## src/design/ptd_pkg.sv

```systemverilog
`timescale 1ns / 1ps
// ----------------------------------------------------------------------------
// ptd_pkg: shared constants and types for the priority task dispatcher
// Queue and nesting sizes, opcode and status codes, field widths.
// ----------------------------------------------------------------------------
package ptd_pkg;

	localparam int QUEUE_DEPTH = 16;   // power of two, circular addressing
	localparam int NEST_DEPTH  = 8;

	localparam int QA_W   = $clog2(QUEUE_DEPTH);
	localparam int CNT_W  = $clog2(QUEUE_DEPTH + 1);
	localparam int NST_W  = $clog2(NEST_DEPTH + 1);
	localparam int NST_AW = (NEST_DEPTH > 1) ? $clog2(NEST_DEPTH) : 1;

	localparam int PRIO_W  = 8;
	localparam int TAG_W   = 16;
	localparam int LEVEL_W = 9;
	localparam int ENTRY_W = PRIO_W + TAG_W;

	localparam logic signed [LEVEL_W-1:0] IDLE_LEVEL = -9'sd1;

	localparam logic [1:0] FN_ADD      = 2'd0;
	localparam logic [1:0] FN_DISPATCH = 2'd1;
	localparam logic [1:0] FN_FINISH   = 2'd2;

	localparam logic [2:0] ST_ADDED       = 3'd0;
	localparam logic [2:0] ST_DISPATCHED  = 3'd1;
	localparam logic [2:0] ST_NONE        = 3'd2;
	localparam logic [2:0] ST_FULL        = 3'd3;
	localparam logic [2:0] ST_FINISHED    = 3'd4;
	localparam logic [2:0] ST_IDLE_FINISH = 3'd5;
	localparam logic [2:0] ST_NEST_FULL   = 3'd6;

	typedef struct packed {
		logic [PRIO_W-1:0] prio;
		logic [TAG_W-1:0]  tag;
	} entry_t;

endpackage

```

## src/design/priority_task_dispatcher.sv

```systemverilog
`timescale 1ns / 1ps
// ----------------------------------------------------------------------------
// priority_task_dispatcher: nested priority task dispatcher
// Sorted task queue in a small memory, nesting stack of saved run levels.
// ----------------------------------------------------------------------------
// Usage:
//   Slave channel s_* takes one command per transaction: s_tuser selects add,
//   dispatch or finish; s_tdata carries the priority and tag of an added task.
//   Master channel m_* returns exactly one result per command: m_tuser holds
//   the status, m_tdata the dispatched task, running level and queue count.
//   One command is in flight at a time; s_tready is high only when idle.
//   From acceptance, finish passes through the execute and done states;
//   dispatch adds a check of the queue head; add adds a check state and
//   compare steps that shift each lower-priority queued task one place back.
//   Idle follows before the next command is taken. The sorted insert walks
//   the queue memory one entry per cycle from the tail through a single
//   compare and one read and one write port; that walk sets the throughput.
//   A stalled m_tready holds the result in the output register; the block
//   finishes its next command and then waits until the register frees up.
//   Reset empties the queue and the stack and sets the level to idle (-1);
//   memory contents are not cleared, as only filled entries are ever used.
// ----------------------------------------------------------------------------
module priority_task_dispatcher
	import ptd_pkg::*;
(
	input  logic        clk,
	input  logic        arst_n,
	input  logic        s_tvalid,
	output logic        s_tready,
	input  logic [23:0] s_tdata,   // [7:0] priority_req, [23:8] task_tag
	input  logic [1:0]  s_tuser,   // [1:0] func
	output logic        m_tvalid,
	input  logic        m_tready,
	output logic [39:0] m_tdata,   // [15:0] out_tag, [23:16] out_priority,
	                               // [32:24] running_level, [37:33] queued_count
	output logic [2:0]  m_tuser    // [2:0] status
);

	localparam logic [2:0] S_IDLE = 3'd0;
	localparam logic [2:0] S_EXEC = 3'd1;
	localparam logic [2:0] S_CHK  = 3'd2;
	localparam logic [2:0] S_CMP  = 3'd3;
	localparam logic [2:0] S_DSP  = 3'd4;
	localparam logic [2:0] S_DONE = 3'd5;

	logic [2:0]                  state_q;
	logic [1:0]                  func_q;
	entry_t                      req_q;
	logic [CNT_W-1:0]            count_q;
	logic [CNT_W-1:0]            idx_q;
	logic [QA_W-1:0]             base_q;
	logic signed [LEVEL_W-1:0]   level_q;
	logic [NST_W-1:0]            nest_q;
	logic [2:0]                  status_q;
	logic [TAG_W-1:0]            otag_q;
	logic [PRIO_W-1:0]           oprio_q;

	logic                        m_tvalid_q;
	logic [2:0]                  m_status_q;
	logic [TAG_W-1:0]            m_tag_q;
	logic [PRIO_W-1:0]           m_prio_q;
	logic signed [LEVEL_W-1:0]   m_level_q;
	logic [4:0]                  m_count_q;

	entry_t                      queue_mem [QUEUE_DEPTH];
	entry_t                      rd_data_q;
	logic [QA_W-1:0]             rd_addr;
	logic                        wr_en;
	logic [QA_W-1:0]             wr_addr;
	entry_t                      wr_data;

	logic signed [LEVEL_W-1:0]   saved_mem [NEST_DEPTH];
	logic signed [LEVEL_W-1:0]   saved_rd_q;
	logic                        push_en;

	logic [CNT_W-1:0]            idx_m1;
	logic [CNT_W-1:0]            idx_m2;
	logic [NST_W-1:0]            nest_m1;
	logic                        stop_shift;
	logic                        out_free;
	logic                        out_load;
	logic                        head_eligible;

	assign idx_m1        = idx_q - 1'b1;
	assign idx_m2        = idx_q - 2'd2;
	assign nest_m1       = nest_q - 1'b1;
	assign stop_shift    = rd_data_q.prio >= req_q.prio;
	assign out_free      = !m_tvalid_q || m_tready;
	assign out_load      = (state_q == S_DONE) && out_free;
	assign head_eligible = $signed({1'b0, rd_data_q.prio}) > level_q;
	assign s_tready      = (state_q == S_IDLE);
	assign push_en       = (state_q == S_DSP) && head_eligible &&
	                       (nest_q < NST_W'(NEST_DEPTH));

	always_comb begin
		rd_addr = base_q;
		wr_en   = 1'b0;
		wr_addr = base_q + idx_q[QA_W-1:0];
		wr_data = req_q;
		unique case (state_q)
			S_CHK: begin
				rd_addr = base_q + idx_m1[QA_W-1:0];
				wr_en   = (idx_q == '0);
			end
			S_CMP: begin
				rd_addr = base_q + idx_m2[QA_W-1:0];
				wr_en   = 1'b1;
				if (!stop_shift) begin
					wr_data = rd_data_q;
				end
			end
			default: begin
				rd_addr = base_q;
			end
		endcase
	end

	always_ff @(posedge clk) begin
		if (wr_en) begin
			queue_mem[wr_addr] <= wr_data;
		end
		rd_data_q <= queue_mem[rd_addr];
	end

	always_ff @(posedge clk) begin
		if (push_en) begin
			saved_mem[nest_q[NST_AW-1:0]] <= level_q;
		end
		saved_rd_q <= saved_mem[nest_m1[NST_AW-1:0]];
	end

	always_ff @(posedge clk or negedge arst_n) begin
		if (!arst_n) begin
			state_q    <= S_IDLE;
			count_q    <= '0;
			base_q     <= '0;
			level_q    <= IDLE_LEVEL;
			nest_q     <= '0;
			m_tvalid_q <= 1'b0;
		end else begin
			if (out_load) begin
				m_tvalid_q <= 1'b1;
			end else if (m_tready) begin
				m_tvalid_q <= 1'b0;
			end
			unique case (state_q)
				S_IDLE: begin
					if (s_tvalid) begin
						func_q     <= s_tuser;
						req_q.prio <= s_tdata[7:0];
						req_q.tag  <= s_tdata[23:8];
						state_q    <= S_EXEC;
					end
				end
				S_EXEC: begin
					otag_q   <= '0;
					oprio_q  <= '0;
					case (func_q)
						FN_ADD: begin
							if (count_q >= CNT_W'(QUEUE_DEPTH)) begin
								status_q <= ST_FULL;
								state_q  <= S_DONE;
							end else begin
								idx_q   <= count_q;
								state_q <= S_CHK;
							end
						end
						FN_DISPATCH: begin
							if (count_q != '0) begin
								state_q <= S_DSP;
							end else begin
								status_q <= ST_NONE;
								state_q  <= S_DONE;
							end
						end
						FN_FINISH: begin
							state_q <= S_DONE;
							if (nest_q == '0) begin
								status_q <= ST_IDLE_FINISH;
							end else begin
								nest_q   <= nest_m1;
								level_q  <= saved_rd_q;
								status_q <= ST_FINISHED;
							end
						end
						default: begin
							status_q <= ST_NONE;
							state_q  <= S_DONE;
						end
					endcase
				end
				S_CHK: begin
					if (idx_q == '0) begin
						count_q  <= count_q + 1'b1;
						status_q <= ST_ADDED;
						state_q  <= S_DONE;
					end else begin
						state_q <= S_CMP;
					end
				end
				S_CMP: begin
					if (stop_shift) begin
						count_q  <= count_q + 1'b1;
						status_q <= ST_ADDED;
						state_q  <= S_DONE;
					end else begin
						idx_q <= idx_m1;
						if (idx_m1 == '0) begin
							state_q <= S_CHK;
						end
					end
				end
				S_DSP: begin
					state_q <= S_DONE;
					if (!head_eligible) begin
						status_q <= ST_NONE;
					end else if (!push_en) begin
						status_q <= ST_NEST_FULL;
					end else begin
						base_q   <= base_q + 1'b1;
						count_q  <= count_q - 1'b1;
						nest_q   <= nest_q + 1'b1;
						level_q  <= $signed({1'b0, rd_data_q.prio});
						otag_q   <= rd_data_q.tag;
						oprio_q  <= rd_data_q.prio;
						status_q <= ST_DISPATCHED;
					end
				end
				S_DONE: begin
					if (out_free) begin
						m_status_q <= status_q;
						m_tag_q    <= otag_q;
						m_prio_q   <= oprio_q;
						m_level_q  <= level_q;
						m_count_q  <= 5'(count_q);
						state_q    <= S_IDLE;
					end
				end
				default: begin
					state_q <= S_IDLE;
				end
			endcase
		end
	end

	assign m_tvalid = m_tvalid_q;
	assign m_tuser  = m_status_q;
	assign m_tdata  = {2'b00, m_count_q, m_level_q, m_prio_q, m_tag_q};

	a_count_bound: assert property (@(posedge clk) disable iff (!arst_n)
		count_q <= CNT_W'(QUEUE_DEPTH))
		else $error("queue count above depth");

	a_nest_bound: assert property (@(posedge clk) disable iff (!arst_n)
		nest_q <= NST_W'(NEST_DEPTH))
		else $error("nesting depth above limit");

	a_dispatch_level: assert property (@(posedge clk) disable iff (!arst_n)
		(m_tvalid_q && m_status_q == ST_DISPATCHED) |->
		(m_level_q == $signed({1'b0, m_prio_q})))
		else $error("dispatched priority differs from running level");

	a_result_loaded: assert property (@(posedge clk) disable iff (!arst_n)
		(state_q == S_DONE && out_free) |=> m_tvalid_q)
		else $error("finished transaction did not reach output register");

	a_idle_nest: assert property (@(posedge clk) disable iff (!arst_n)
		(nest_q == '0) |-> (level_q == IDLE_LEVEL))
		else $error("empty nesting stack with non-idle level");

endmodule
```

## config.mk

```make
export PLATFORM = sky130hd
export DESIGN_NAME = priority_task_dispatcher
export DESIGN_NICKNAME = d
export VERILOG_FILES = /design/src/design/ptd_pkg.sv /design/src/design/priority_task_dispatcher.sv
export SDC_FILE = /design/constraint.sdc
export NUM_CORES = 1
export LEC_CHECK = 0
export ABC_AREA = 1
export BUFFER_PORTS_ARGS = -buffer_cell sky130_fd_sc_hd__buf_2
export CORE_MARGIN = 10
export CORE_UTILIZATION = 56
export DETAILED_ROUTE_END_ITERATION = 10
export PLACE_DENSITY = 0.73
export SYNTH_ARGS = -nofsm -noshare
export SYNTH_HDL_FRONTEND = slang
export SYNTH_SLANG_ARGS = --single-unit
```

## constraint.sdc

```tcl
create_clock -name clk -period 5.6 [get_ports clk]
set_clock_uncertainty 0.05 [all_clocks]
set_input_delay 0.84 -clock clk [delete_from_list [all_inputs] [get_ports clk]]
set_output_delay 0.84 -clock clk [all_outputs]
set_load 0.01 [all_outputs]
```

==> impl_results.md, run 1 <==
- Status: completed
- Most frequent cells in the layout: edfxtp_1, nand2_1, inv_1, nor2_1, nand3_1
- Vias per std cell: 5.73
- Synth top area share: 0.661
- R2r startpoint: state_q[0]
- Port bufs: 72
- Reg2Reg Setup Slack: 1.75 ns
- CTS clk-pin slew, worst paths: 0.06 ns
- Initial antenna violation count: 0
- Nets: 2233
- Postcts setup bufs: 0
- Iter 0 DRT Violations: 1952
- Final count of hold timing violations: 0
- Layout area overhead: 12.3%
- Drc violations: 0
- Die ar.: 53900 um^2
- Worst Setup SP: state_q[0]
- Clock latency on the worst-skew pair: 0.62 ns
- Layout cells sized above 1: 0.121
- Initial DRT Pass Iterations: 6
- Placement row count: 77
- Max Buffers Root-to-Sink: 3
- Number of I/O pins: 75
- Core area: 44300 um^2
- Via count: 16100
- Gr usage total: 0.218
- Routed wire length: 58900 um
- First-pass GRT wire length: 90300 um
- Vias in the first global route: 15600
- CTS tree: done
- Slew @ Worst Pin: 1.09 ns
- CTS Buf Count: 59
- Hold Path Class: in2async
- Synth Warn #: 0
- FF-to-FF End: saved_mem[7][8]
- Die Height: 232 um
- Antenna Nets Post-Route: 0
- Buf/Inv on CP: 2
- Setup crit end kind: register
- Commonest non-fill, non-tap cell in the layout: edfxtp_1
- Worst Path Arrival: 4.05 ns
- Power density over the cells: 545 nW/um^2
- Max Fclk: 259 MHz
- Flops & latches, synth: 614
- Final Max Slew Viols: 0
- Max VDD drop: 0.537 mV
- Distinct cell type count of the synthesized netlist: 44
- FILL cells: 3193
- CP max-delay cell: nor2_1
- R2R depth: 7
- # diodes: 0
- Critical path cell sequence: nor2_1 -> nand2_2 -> inv_2 -> nand3_1 -> nor2_1 -> inv_1 -> nor2_1
- P_leak: 10.7 nW
- Crit path launch type: register
- CP Depth: 7
- Dominant cells by area after synthesis: edfxtp_1, nand2_1, o211ai_1
- Worst setup endpoint: saved_mem[7][8]
- Cell area after synthesis: 25200 um^2
- Worst hold slack: 0.230 ns
- CTS sink cnt: 614
- Drt wl/cell: 21.0 um
- Fin area: 28300 um^2
- CP max stage delay: 0.79 ns
- CP dominant cell by count: nor2_1
- Cts hold-fix bufs: 0
- Final Util: 0.639
- Final setup viols: 0
- Placed instance area: 26300 um^2
- CP required: 5.79 ns
- Post-synthesis sequential area ratio: 0.714
- Starting Density: 0.569
- Final HPWL DP: 32200 um
- Slew margin rel.: 0.269
- Synthesized area per cell: 12.1 um^2
- Clk root buf: clkbuf_16
- Grt ovf: 0
- Period Utilization, post-route: 0.688
- Unrepaired setup endpoints after global routing: no
- Number of resized instances in the post-cts repair step: 0
- Leading area contributor after synthesis: edfxtp_1
- H-tree depth: 2
- Tmin final: 3.85 ns
- Worst path top cell family by delay: simple AND/OR/NAND/NOR gates
- Post-Route Setup TNS: 0 ns
- Largest net degree at the start of global routing: 223
- Gpl congestion: 0.863
- Die width: 232 um
- Critical Path Fanout Max: 48
- WS Path Type: reg2reg
- Post-Syn Instances: 2083
- Max-cap violations: 0
[Yosys cell counts (all sizes together)]
cell,n
a21boi,1
a21oi,14
a22oi,1
a31oi,9
and2,1
buf,74
clkbuf,34
clkinv,1
conb,1
dfrtp,17
dfstp,9
dfxtp,33
edfxtp,555
fa,4
ha,34
inv,237
nand2,315
nand3,183
nand4,6
nor2,230
nor3,10
nor4,1
o2111ai,1
o211ai,144
o21ai,134
o21bai,1
o22ai,9
o32ai,1
or2,2
xnor2,8
xor2,13
[sequential cells by signal (all words and copies together) (netlist names), 8 cells and up]
register	cells
m_level_q	9
saved_rd_q	9
level_q	9
m_tag_q	16
oprio_q	8
saved_mem	72
otag_q	16
req_q	24
m_prio_q	8
queue_mem	384
rd_data_q	24
[logic make-up after synthesis]
kind of cell | count (synthesis) | synth area share
flops | 614 | 0.714
xor+xnor | 21 | 0.00759
fa+ha+maj | 38 | 0.0201
buf+inv | 346 | 0.0567
simple gates | 748 | 0.123
other cells | 1 | 0.000149
compound gates | 315 | 0.0786
[worst reg2reg max path: cells and delay by family (launching register included)]
| kind | cells | cell delay (ns) |
|---|---|---|
| buffers and inverters | 2 | 0.65 |
| flip-flops | 1 | 0.46 |
| AND/OR/NAND/NOR | 5 | 2.32 |
[metal layers]
layer,wire [um],up-vias,GRT usage
met4,1630,0,0.0774
met5,0,-,0
met2,28900,735,0.361
met1,23300,7778,0.284
li1,-,7448,-
met3,5100,127,0.0388
[area by class of cell]
| class | instances | area, um^2 | area share |
|---|---|---|---|
| flip-flops and latches | 614 | 18000 | 0.636 |
| multi-input cells | 1124 | 5880 | 0.208 |
| clock buffers | 80 | 1680 | 0.0593 |
| inverters | 238 | 893 | 0.0316 |
| repair buffers | 128 | 806 | 0.0285 |
| well taps | 592 | 741 | 0.0262 |
| clock inverters | 31 | 320 | 0.0113 |
[worst min-delay path by stage]
stage          slack, ns     startpoint  cells after the start          end
2_1_floorplan       0.35  saved_rd_q[8]                      2   level_q[8]
3_3_place_gp        0.36     oprio_q[0]                      0  m_prio_q[0]
3_5_place_dp        0.36     otag_q[14]                      0  m_tag_q[14]
4_1_cts             0.22         arst_n                      1    nest_q[1]
5_1_grt             0.26         arst_n                      1    base_q[0]
6_report            0.23         arst_n                      1    nest_q[1]
[where the power goes]
group | switching (mW) | internal (mW)
sequential | 0.330 | 5.76
clock | 1.66 | 2.37
combinational | 3.72 | 1.59
total | 5.71 | 9.72
[stage by stage]
step           power (mW)  setup WS (ns)  cells
5_1_grt              16.3           1.39   2807
6_report             15.4           1.75   2807
4_1_cts              15.4           1.52   2806
3_3_place_gp         11.2           1.77   2695
2_1_floorplan        9.93           1.33   2084
3_5_place_dp         11.4           1.53   2695
Power figures use the tool's default switching activity.
==> run 2: changes to the inputs <==
- clock period: 5.6 -> 3.9 ns (I/O delays scaled with it)
==> run 2 against run 1 <==
Net effect: total power up 46%; flip-flop and latch count did not move; via count rose by 1.0%; wire length up 0.83%; first-iteration DRC count fell by 1.8%; maximum frequency grew 16%; sequential share of layout area down 0.63 points; die area unchanged; hold slack got worse by 0.14 ns; count of clock-buffer cells in the layout fell by 2; global-route usage grew 0.16 points.
==> impl_results.md, run 2 (same netlist as run 1, synthesis figures left out) <==
- Status: completed (unchanged)
- Number of I/O pins: 75 (unchanged)
- Starting Density: 0.569 (unchanged)
- Die width: 232 um (unchanged)
- CTS clk-pin slew, worst paths: 0.06 ns (about the same)
- M2 GR Usage: 0.364 (was 0.361)
- Layout area overhead: 13.4% (was 12.3%)
- CTS Buf Count: 59 (unchanged)
- Number of resized instances in the post-cts repair step: 0 (unchanged)
- Crit path launch type: register (unchanged)
- CTS sink cnt: 614 (unchanged)
- Routed wire length: 59400 um (was 58900 um)
- Nets: 2255 (was 2233)
- Gr usage total: 0.219 (was 0.218)
- Die Height: 232 um (unchanged)
- Power density over the cells: 786 nW/um^2 (was 545 nW/um^2)
- H-tree depth: 2 (unchanged)
- WS Path Type: reg2reg (unchanged)
- Worst Path Arrival: 3.61 ns (was 4.05 ns)
- Slew margin rel.: 0.350 (was 0.269)
- Max reg flops: 384 (unchanged)
- Most frequent cells in the layout: edfxtp_1, nand2_1, inv_1, nor2_1, nand3_1 (unchanged)
- Largest net degree at the start of global routing: 177 (was 223)
- Post-Route Setup TNS: 0 ns (unchanged)
- Max-cap violations: 0 (unchanged)
- Antenna Nets Post-Route: 0 (unchanged)
- Largest register by flop count: queue_mem (unchanged)
- Clk root buf: clkbuf_16 (unchanged)
- Layout cells sized above 1: 0.127 (was 0.121)
- Setup WS post-layout: 0.566 ns (was 1.75 ns)
- Initial antenna violation count: 0 (unchanged)
- CP required: 4.17 ns (was 5.79 ns)
- Critical Path Fanout Max: 11 (was 48)
- Max Buffers Root-to-Sink: 3 (unchanged)
- Drc violations: 0 (unchanged)
- Core area: 44300 um^2 (unchanged)
- Initial DRT Pass Iterations: 6 (unchanged)
- Dpl cells: 2717 (was 2695)
- Met3 GRT Util: 0.0365 (was 0.0388)
- Final HPWL DP: 33700 um (was 32200 um)
- CP max-delay cell: dfstp_2 (was nor2_1)
- Slew @ Worst Pin: 0.967 ns (was 1.09 ns)
- Grt peak-use layer: met2 (unchanged)
- Buf/Inv on CP: 4 (was 2)
- Iter 0 DRT Violations: 1917 (was 1952)
- Tmin final: 3.33 ns (was 3.85 ns)
- Worst path top cell family by delay: simple AND/OR/NAND/NOR gates (unchanged)
- Vias in the first global route: 15800 (was 15600)
- Hold Path Class: in2reg (was in2async)
- Max VDD drop: 0.697 mV (was 0.537 mV)
- Drt wl/cell: 21.0 um (about the same)
- FILL cells: 3184 (was 3193)
- Unrepaired setup endpoints after global routing: no (unchanged)
- Clock latency on the worst-skew pair: 0.62 ns (about the same)
- GR Layer Usage met1: 0.288 (was 0.284)
- First-pass GRT wire length: 91100 um (was 90300 um)
- Area of the multi-input gates: 5880 um^2 (about the same)
- Final Max Slew Viols: 0 (unchanged)
- Critical path cell sequence: inv_1 -> ha_1 -> nand2_1 -> inv_1 -> nand2_1 -> nand2_1 -> nand2_1 -> nand4_1 -> nand3_1 -> nor2_1 -> inv_1 -> nor3_1 -> buf_4 (was nor2_1 -> nand2_2 -> inv_2 -> nand3_1 -> nor2_1 -> inv_1 -> nor2_1)
- P_leak: 10.9 nW (was 10.7 nW)
- Final Non-Filler Cells: 2828 (was 2807)
- Final count of hold timing violations: 0 (unchanged)
- Post-place setup slack: 0.652 ns (was 1.53 ns)
- Register area: 18000 um^2 (unchanged)
- Setup crit end kind: register (unchanged)
- Via count: 16300 (was 16100)
- Max Fclk: 300 MHz (was 259 MHz)
- Grt ovf: 0 (unchanged)
- Placement row count: 77 (unchanged)
- Port bufs: 72 (unchanged)
- Gpl congestion: 0.866 (was 0.863)
- # diodes: 0 (unchanged)
- Die ar.: 53900 um^2 (unchanged)
- Final setup viols: 0 (unchanged)
- Vias per std cell: 5.75 (was 5.73)
- CP max stage delay: 0.66 ns (was 0.79 ns)
- Commonest non-fill, non-tap cell in the layout: edfxtp_1 (unchanged)
- CTS tree: done (unchanged)
- Period Utilization, post-route: 0.855 (was 0.688)
- CP dominant cell by count: nand2_1 (was nor2_1)
run 2: changes by cell type in the layout (fill, tap and decap cells not counted), moves of 2 or more:
cell        previous run  this run
clkbuf_1              11        16
o21ai_1               17        14
clkinvlp_4             5         3
buf_4                 53        71
bufinv_16              6        11
clkbuf_8               8         2
clkinv_1              11         8
o21ai_0              115       118
buf_12                 2         6
run 2: final timing paths:
kind / start / to / slack [ns] / cells after the start
min in group asynchronous: arst_n / nest_q[2] / 0.49 / 3
setup / recovery: level_q[4] / saved_mem[4][2] / 0.57 / 13
max in group asynchronous: arst_n / level_q[6] / 2.97 / 3
hold reg to reg: otag_q[0] / m_tag_q[0] / 0.37 / 0
hold / removal: s_tdata[5] / req_q[21] / 0.09 / 1
setup reg to reg: level_q[4] / saved_mem[4][2] / 0.57 / 13
run 2: worst reg2reg max path, stage by stage (launching register included):
cell and delay [ns]:
dfstp_2 0.66, inv_1 0.09, ha_1 0.31, nand2_1 0.09
inv_1 0.06, nand2_1 0.06, nand2_1 0.07, nand2_1 0.05
nand4_1 0.09, nand3_1 0.17, nor2_1 0.52, inv_1 0.31
nor3_1 0.27, buf_4 0.22
run 2: repair_timing:
item | in CTS | in global routing
endpoints found under the setup margin | 0 | 0
endpoints found under the hold margin | 17 | 0
buffers inserted | 0 | 0
hold buffers | 1 | 0
run 2: through the flow:
step | hold slack (ns) | util | total power, mW | instance area [um^2]
after floorplan | 0.239 | - | 14.3 | 25200
after global placement | 0.352 | 0.598 | 16.2 | 26500
after detailed placement | 0.354 | 0.598 | 16.4 | 26500
after CTS | 0.0592 | 0.645 | 22.5 | 28600
after global routing | 0.0711 | 0.645 | 23.7 | 28600
final | 0.0876 | 0.645 | 22.5 | 28600
run 2: layout make-up:
class	count	area share
Sequential cell	614	0.629
Timing Repair Buffer	150	0.0358
Multi-Input combinational cell	1124	0.206
Tap cell	592	0.0259
Clock buffer	78	0.0556
Clock inverter	32	0.0163
Inverter	238	0.0313
run 2: where the power goes:
| group | switching (mW) | leakage [nW] | internal, mW |
|---|---|---|---|
| logic | 5.35 | 4.29 | 2.37 |
| clock network | 2.39 | 0.991 | 3.60 |
| registers | 0.493 | 5.61 | 8.28 |
run 2: routing by layer:
layer | wire, um | vias up
li1 | - | 7485
met1 | 23500 | 7846
met2 | 29100 | 804
met3 | 5280 | 120
met4 | 1560 | 0
met5 | 0 | -
